--- config.mk ---
export PLATFORM = sky130hd
export DESIGN_NAME = nns_coord_map
export DESIGN_NICKNAME = d
export VERILOG_FILES = /design/src/hdl/nns_pkg.sv /design/src/hdl/nns_coord_map.sv
export SDC_FILE = /design/constraint.sdc
export NUM_CORES = 2
export LEC_CHECK = 0
export ABC_CLOCK_PERIOD_IN_PS = 10710
export BUFFER_PORTS_ARGS = -buffer_cell sky130_fd_sc_hd__clkbuf_2
export CAP_MARGIN = 40
export CORE_AREA = 2 2 215 217
export DETAILED_ROUTE_END_ITERATION = 10
export DIE_AREA = 0 0 217 219
export PLACE_DENSITY = 0.8
export SYNTH_ARGS = -nofsm -noshare
export SYNTH_HDL_FRONTEND = slang
export SYNTH_SLANG_ARGS = --single-unit
--- constraint.sdc ---
create_clock -name aclk -period 10.71 [get_ports aclk]
set_clock_uncertainty 0.15 [all_clocks]
set_input_delay 2.142 -clock aclk [delete_from_list [all_inputs] [get_ports aclk]]
set_output_delay 2.142 -clock aclk [all_outputs]
set_load 0.02 [all_outputs]
--- src/hdl/nns_pkg.sv ---
// Shared constants, types and pixel-mode helpers of the nearest-neighbor scaler.
package nns_pkg;

    // Frame store geometry.
    localparam int MAX_WIDTH   = 256;
    localparam int MAX_HEIGHT  = 256;
    localparam int X_IDX_W     = $clog2(MAX_WIDTH);
    localparam int Y_IDX_W     = $clog2(MAX_HEIGHT);
    localparam int STORE_DEPTH = MAX_WIDTH * MAX_HEIGHT;
    localparam int ADDR_W      = $clog2(STORE_DEPTH);

    // Field widths.
    localparam int COORD_W = 12;
    localparam int PIX_W   = 24;
    localparam int DIM_W   = 9;
    localparam int RATIO_W = 24;
    localparam int MODE_W  = 2;
    localparam int FRAC_W  = 16;
    localparam int PROD_W  = COORD_W + RATIO_W;
    localparam int SRC_W   = PROD_W - FRAC_W;

    // Rounding constant (one half in Q20.16) and the ratio that maps a coordinate to itself.
    localparam logic [PROD_W-1:0]  ROUND_HALF  = PROD_W'(1) << (FRAC_W - 1);
    localparam logic [RATIO_W-1:0] UNITY_RATIO = RATIO_W'(1) << FRAC_W;

    // Command codes.
    localparam logic CMD_WRITE = 1'b0;
    localparam logic CMD_READ  = 1'b1;

    // Pixel mode codes. The unused code behaves as 24 bpp.
    localparam logic [MODE_W-1:0] MODE_1BPP  = 2'd0;
    localparam logic [MODE_W-1:0] MODE_8BPP  = 2'd1;
    localparam logic [MODE_W-1:0] MODE_24BPP = 2'd2;

    // Register indexes.
    localparam logic [1:0] REG_SRC_WIDTH  = 2'd0;
    localparam logic [1:0] REG_SRC_HEIGHT = 2'd1;
    localparam logic [1:0] REG_INV_RATIO  = 2'd2;
    localparam logic [1:0] REG_PIX_MODE   = 2'd3;

    // What the mapping pipeline hands to the frame store stage.
    typedef struct packed {
        logic              rd_valid;
        logic              wr_en;
        logic              in_src;
        logic [ADDR_W-1:0] addr;
        logic [PIX_W-1:0]  pix;
    } map_out_t;

    function automatic logic [PIX_W-1:0] mode_mask(input logic [MODE_W-1:0] mode);
        logic [PIX_W-1:0] m;
        unique case (mode)
            MODE_1BPP: m = PIX_W'(24'h000001);
            MODE_8BPP: m = PIX_W'(24'h0000FF);
            default:   m = PIX_W'(24'hFFFFFF);
        endcase
        return m;
    endfunction

    function automatic logic [PIX_W-1:0] fill_value(input logic [MODE_W-1:0] mode);
        logic [PIX_W-1:0] f;
        unique case (mode)
            MODE_1BPP: f = PIX_W'(24'h000001);
            MODE_8BPP: f = PIX_W'(24'h000000);
            default:   f = PIX_W'(24'hFFFFFF);
        endcase
        return f;
    endfunction

endpackage

--- src/hdl/nns_coord_map.sv ---
// Four-stage pipeline that maps item coordinates to a frame store address and bounds flag.
module nns_coord_map import nns_pkg::*; (
    input  logic               aclk,
    input  logic               aresetn,
    input  logic               adv,
    input  logic               in_valid,
    input  logic               cmd,
    input  logic [COORD_W-1:0] coord_x,
    input  logic [COORD_W-1:0] coord_y,
    input  logic [PIX_W-1:0]   pixel_in,
    input  logic [DIM_W-1:0]   src_width,
    input  logic [DIM_W-1:0]   src_height,
    input  logic [RATIO_W-1:0] inv_ratio,
    input  logic [MODE_W-1:0]  pix_mode,
    output map_out_t           map_out
);

    // Stage 1: input capture, write data masked to the mode.
    logic               s1_valid_reg;
    logic               s1_cmd_reg;
    logic [COORD_W-1:0] s1_x_reg, s1_y_reg;
    logic [PIX_W-1:0]   s1_pix_reg;

    // Stage 2: products. A write uses unit ratio so its coordinate passes unchanged.
    logic               s2_valid_reg;
    logic               s2_cmd_reg;
    logic [PROD_W-1:0]  s2_px_reg, s2_py_reg;
    logic [PIX_W-1:0]   s2_pix_reg;
    logic [RATIO_W-1:0] ratio_sel;

    // Stage 3: rounded source coordinates.
    logic               s3_valid_reg;
    logic               s3_cmd_reg;
    logic [SRC_W-1:0]   s3_sx_reg, s3_sy_reg;
    logic [PIX_W-1:0]   s3_pix_reg;
    logic [PROD_W-1:0]  sum_x, sum_y;

    // Stage 4: bounds and address.
    map_out_t           s4_reg;
    map_out_t           s4_next;
    logic               in_store;

    assign ratio_sel = (s1_cmd_reg == CMD_READ) ? inv_ratio : UNITY_RATIO;
    assign sum_x     = s2_px_reg + ROUND_HALF;
    assign sum_y     = s2_py_reg + ROUND_HALF;

    always_comb begin
        in_store = (s3_sx_reg < SRC_W'(MAX_WIDTH)) && (s3_sy_reg < SRC_W'(MAX_HEIGHT));
        s4_next.rd_valid = s3_valid_reg && (s3_cmd_reg == CMD_READ);
        s4_next.wr_en    = s3_valid_reg && (s3_cmd_reg == CMD_WRITE) && in_store;
        s4_next.in_src   = in_store && (s3_sx_reg < SRC_W'(src_width))
                                    && (s3_sy_reg < SRC_W'(src_height));
        s4_next.addr     = ADDR_W'(ADDR_W'(s3_sy_reg[Y_IDX_W-1:0]) * ADDR_W'(MAX_WIDTH))
                         + ADDR_W'(s3_sx_reg[X_IDX_W-1:0]);
        s4_next.pix      = s3_pix_reg;
    end

    always_ff @(posedge aclk) begin
        if (!aresetn) begin
            s1_valid_reg <= 1'b0;
            s2_valid_reg <= 1'b0;
            s3_valid_reg <= 1'b0;
            s4_reg       <= '0;
        end else if (adv) begin
            s1_valid_reg <= in_valid;
            s2_valid_reg <= s1_valid_reg;
            s3_valid_reg <= s2_valid_reg;
            s4_reg       <= s4_next;
        end
    end

    always_ff @(posedge aclk) begin
        if (adv) begin
            s1_cmd_reg    <= cmd;
            s1_x_reg      <= coord_x;
            s1_y_reg      <= coord_y;
            s1_pix_reg    <= pixel_in & mode_mask(pix_mode);
            s2_cmd_reg    <= s1_cmd_reg;
            s2_px_reg     <= PROD_W'(s1_x_reg) * PROD_W'(ratio_sel);
            s2_py_reg     <= PROD_W'(s1_y_reg) * PROD_W'(ratio_sel);
            s2_pix_reg    <= s1_pix_reg;
            s3_cmd_reg    <= s2_cmd_reg;
            s3_sx_reg     <= sum_x[PROD_W-1:FRAC_W];
            s3_sy_reg     <= sum_y[PROD_W-1:FRAC_W];
            s3_pix_reg    <= s2_pix_reg;
        end
    end

    assign map_out = s4_reg;

endmodule

==> summary.txt <==
crit path kind: input pin to register
Final Critical Period: 8.02 ns
Crit path max-delay family: adder cells
Setup TNS: 0 ns
worst path cell trace: clkbuf_2 > and2_1 > nand2_1 > fa_1 > inv_1 > fa_1 > fa_1 > fa_1 > inv_1 > fa_1 > inv_1 > ha_1 > nand4_1 > nor3_1 > nand2_1 > nor3_1 > a31oi_1 > a31oi_1 > nor4b_1 > a211o_1
Core ar.: 0.0451 mm²
R2R depth: 20
PD cells: 224 mW/mm²
WHS Endpoint: s2_pix_reg[8]
Crit path depth: 20
Top cell by count, worst path: fa_1
LEAKAGE: 13.8 nW
IO buf count: 139
Synth top area share: 0.343
vias in the first global route: 20000
Slowest Stage Delay on Critical Path: 0.73 ns
Setup crit start kind: input pin
HPWL after DPL: 48900 µm
status: finished, final reports clean
final setup vio count: 0
min-delay worst type: register to register
Post-synth top cells: inv_1, nand2_1, fa_1, edfxtp_1, and3_1
row cnt: 78
Pre-Repair DR Iteration Count: 5
worst hold start: s1_pix_reg[8]
GRT Overall Usage: 0.277
syn nets: 3250
Via density: 5.65
ranking of synthesized cells by area: fa_1, edfxtp_1, ha_1, inv_1, nand2_1
Final ANT Viol Nets: 0
die width: 217 µm
initial antenna violation count: 1
clk buf depth: 3
# diodes: 0
Post-CTS Hold Buffers: 0
Num CTS Buffers: 25
Nets: 3322
worst r2r src: s1_cmd_reg
Peak supply drop: 142 µV
fin. max-slew vios: 0
CTS tree: done
Die Height: 219 µm
Worst slew margin: 0.328
Crit-path slowest cell: and2_1
WP data required: 10.83 ns
Post-Synthesis Cells: 2557
worst-margin pin slew: 1.01 ns
CP Capture Type: register
Seq/Total Area, Yosys: 0.249
Synth area leader: fa_1
reg2reg end: s2_px_reg[35]
root buffer cell: clkbuf_16
Initial DRC Count: 1530
number of synthesized flops with an enable pin: 181
worst skew pair latency: 0.55 ns
max reg flops: 43
final period utilization: 0.749
Synth warnings: 0
FF-to-FF setup slack: 3.61 ns
Ports: 140
Post-synth ARST share: 0
GPL Wtd Cong: 0.930
number of buffers and inverters on the critical path: 4
register clock-pin slew on the reported worst setup and hold paths: 0.07 ns
Area growth syn-to-layout: 9.54%
Hold Path Stages: 0
share of post-route cells with drive strength above 1: 0.0853
max frequency: 125 MHz
Fin. Hold Viols: 0
final wirelength: 63300 µm
post-CTS sizing: 0
Post-Synthesis Cell Area: 0.0255 mm²
drt drc: 0
Post-CTS Setup Inserts: 0
ys flop type: edfxtp_1
MaxCap Viol Count: 0
total power: 0.00627 W
arrival time at the worst endpoint: 8.14 ns
Wirelength per Cell: 19.5 µm
Avg Cell Area, Syn: 9.99 µm²
Vias: 18400
critical-path maximum fanout: 15
CTS Sinks: 227
first-pass GRT wire length: 103000 µm
Initial Util: 0.567
htree depth: 1
count of cell types in the netlist: 64
top-count cell post-synth: inv_1
largest net degree at the start of global routing: 182
Remaining Overflow, GRT: 0
RSZ-0062 raised after global routing: false
synthesis-stage register bit count: 227
Die Area: 0.0475 mm²
## report_power, final
part           internal (W)  switching [W]  total, W  leakage (nW)
registers           0.00131       0.000135   0.00144          2.16
logic               0.00156        0.00240   0.00396          11.3
clock network      0.000494       0.000379  0.000873         0.415
## cells in the final DEF (no fill, tap or decap), types with 11 or more instances in the layout
master,synthesis,final
inv_1,515,515
nand2_1,448,448
fa_1,438,438
edfxtp_1,181,181
and3_1,171,171
ha_1,158,158
clkbuf_2,0,138
nor2b_1,55,55
xnor2_1,53,53
and2_1,48,48
dfxtp_1,46,46
a21oi_1,44,44
mux2i_1,43,43
nor2_1,29,29
xor2_1,28,28
nand3_1,26,26
clkbuf_16,0,26
a21o_1,24,24
o21ai_0,22,22
buf_8,0,14
buf_16,0,12
nor3_1,11,11
## worst register-to-register path, cell delays in order (launching register included)
cell and delay, ns:
edfxtp_1 0.38, buf_12 0.38, and2_1 1.01, nand2_1 0.18, fa_1 0.57, inv_1 0.06, fa_1 0.44, fa_1 0.49
fa_1 0.49, inv_1 0.06, fa_1 0.51, inv_1 0.05, ha_1 0.34, a21o_1 0.20, a21o_1 0.20, a211oi_1 0.37
o221a_2 0.30, nor2_2 0.09, a311o_1 0.33, a21oi_1 0.18, xnor2_1 0.07
## per-layer routing
layer  global-route usage  vias to the layer above  wire, µm
met1                0.364                     9095     24700
met4                0.111                        2      2680
met2                0.457                      998     29600
met5                    0                        -        13
met3               0.0505                      209      6280
li1                     -                     8061         -
## worst max path at each step
| stage | to | startpoint |
|---|---|---|
| floorplan | s2_py_reg[35] | inv_ratio[5] |
| global placement | s2_px_reg[35] | inv_ratio[20] |
| detailed placement | s2_py_reg[34] | inv_ratio[22] |
| CTS | s2_py_reg[34] | inv_ratio[22] |
| global route | s2_py_reg[34] | inv_ratio[22] |
| finish | s2_py_reg[34] | inv_ratio[22] |
## layout make-up
type                       instances  area (µm²)
clock buffer                      33         737
clock inverter                    13         113
fill                            3565       17100
inverter                         515        1930
multi-input combinational       1689       16800
sequential                       227        6360
tap                              600         751
timing repair buffer             171        1310
## stage by stage
stage,setup WS (ns),instance area (µm²),util,hold slack [ns],std cells
2_1_floorplan,2.98,25500,-,0.250,2557
3_3_place_gp,2.30,26600,0.590,0.250,3176
3_5_place_dp,2.26,27100,0.602,0.255,3202
4_1_cts,2.82,28000,0.621,0.266,3248
5_1_grt,2.44,28000,0.621,0.272,3248
6_report,2.69,28000,0.621,0.254,3248
## cell families (layout without fill, tap and decap cells)
| logic type | Yosys count | in the layout | synth area share |
|---|---|---|---|
| flops | 227 | 227 | 0.249 |
| simple gates | 827 | 827 | 0.156 |
| compound gates | 142 | 142 | 0.0362 |
| xor+xnor | 81 | 81 | 0.0278 |
| fa+ha+maj | 596 | 596 | 0.421 |
| mux | 43 | 43 | 0.0168 |
| buf+inv | 641 | 732 | 0.0942 |
Power figures use the tool's default switching activity.
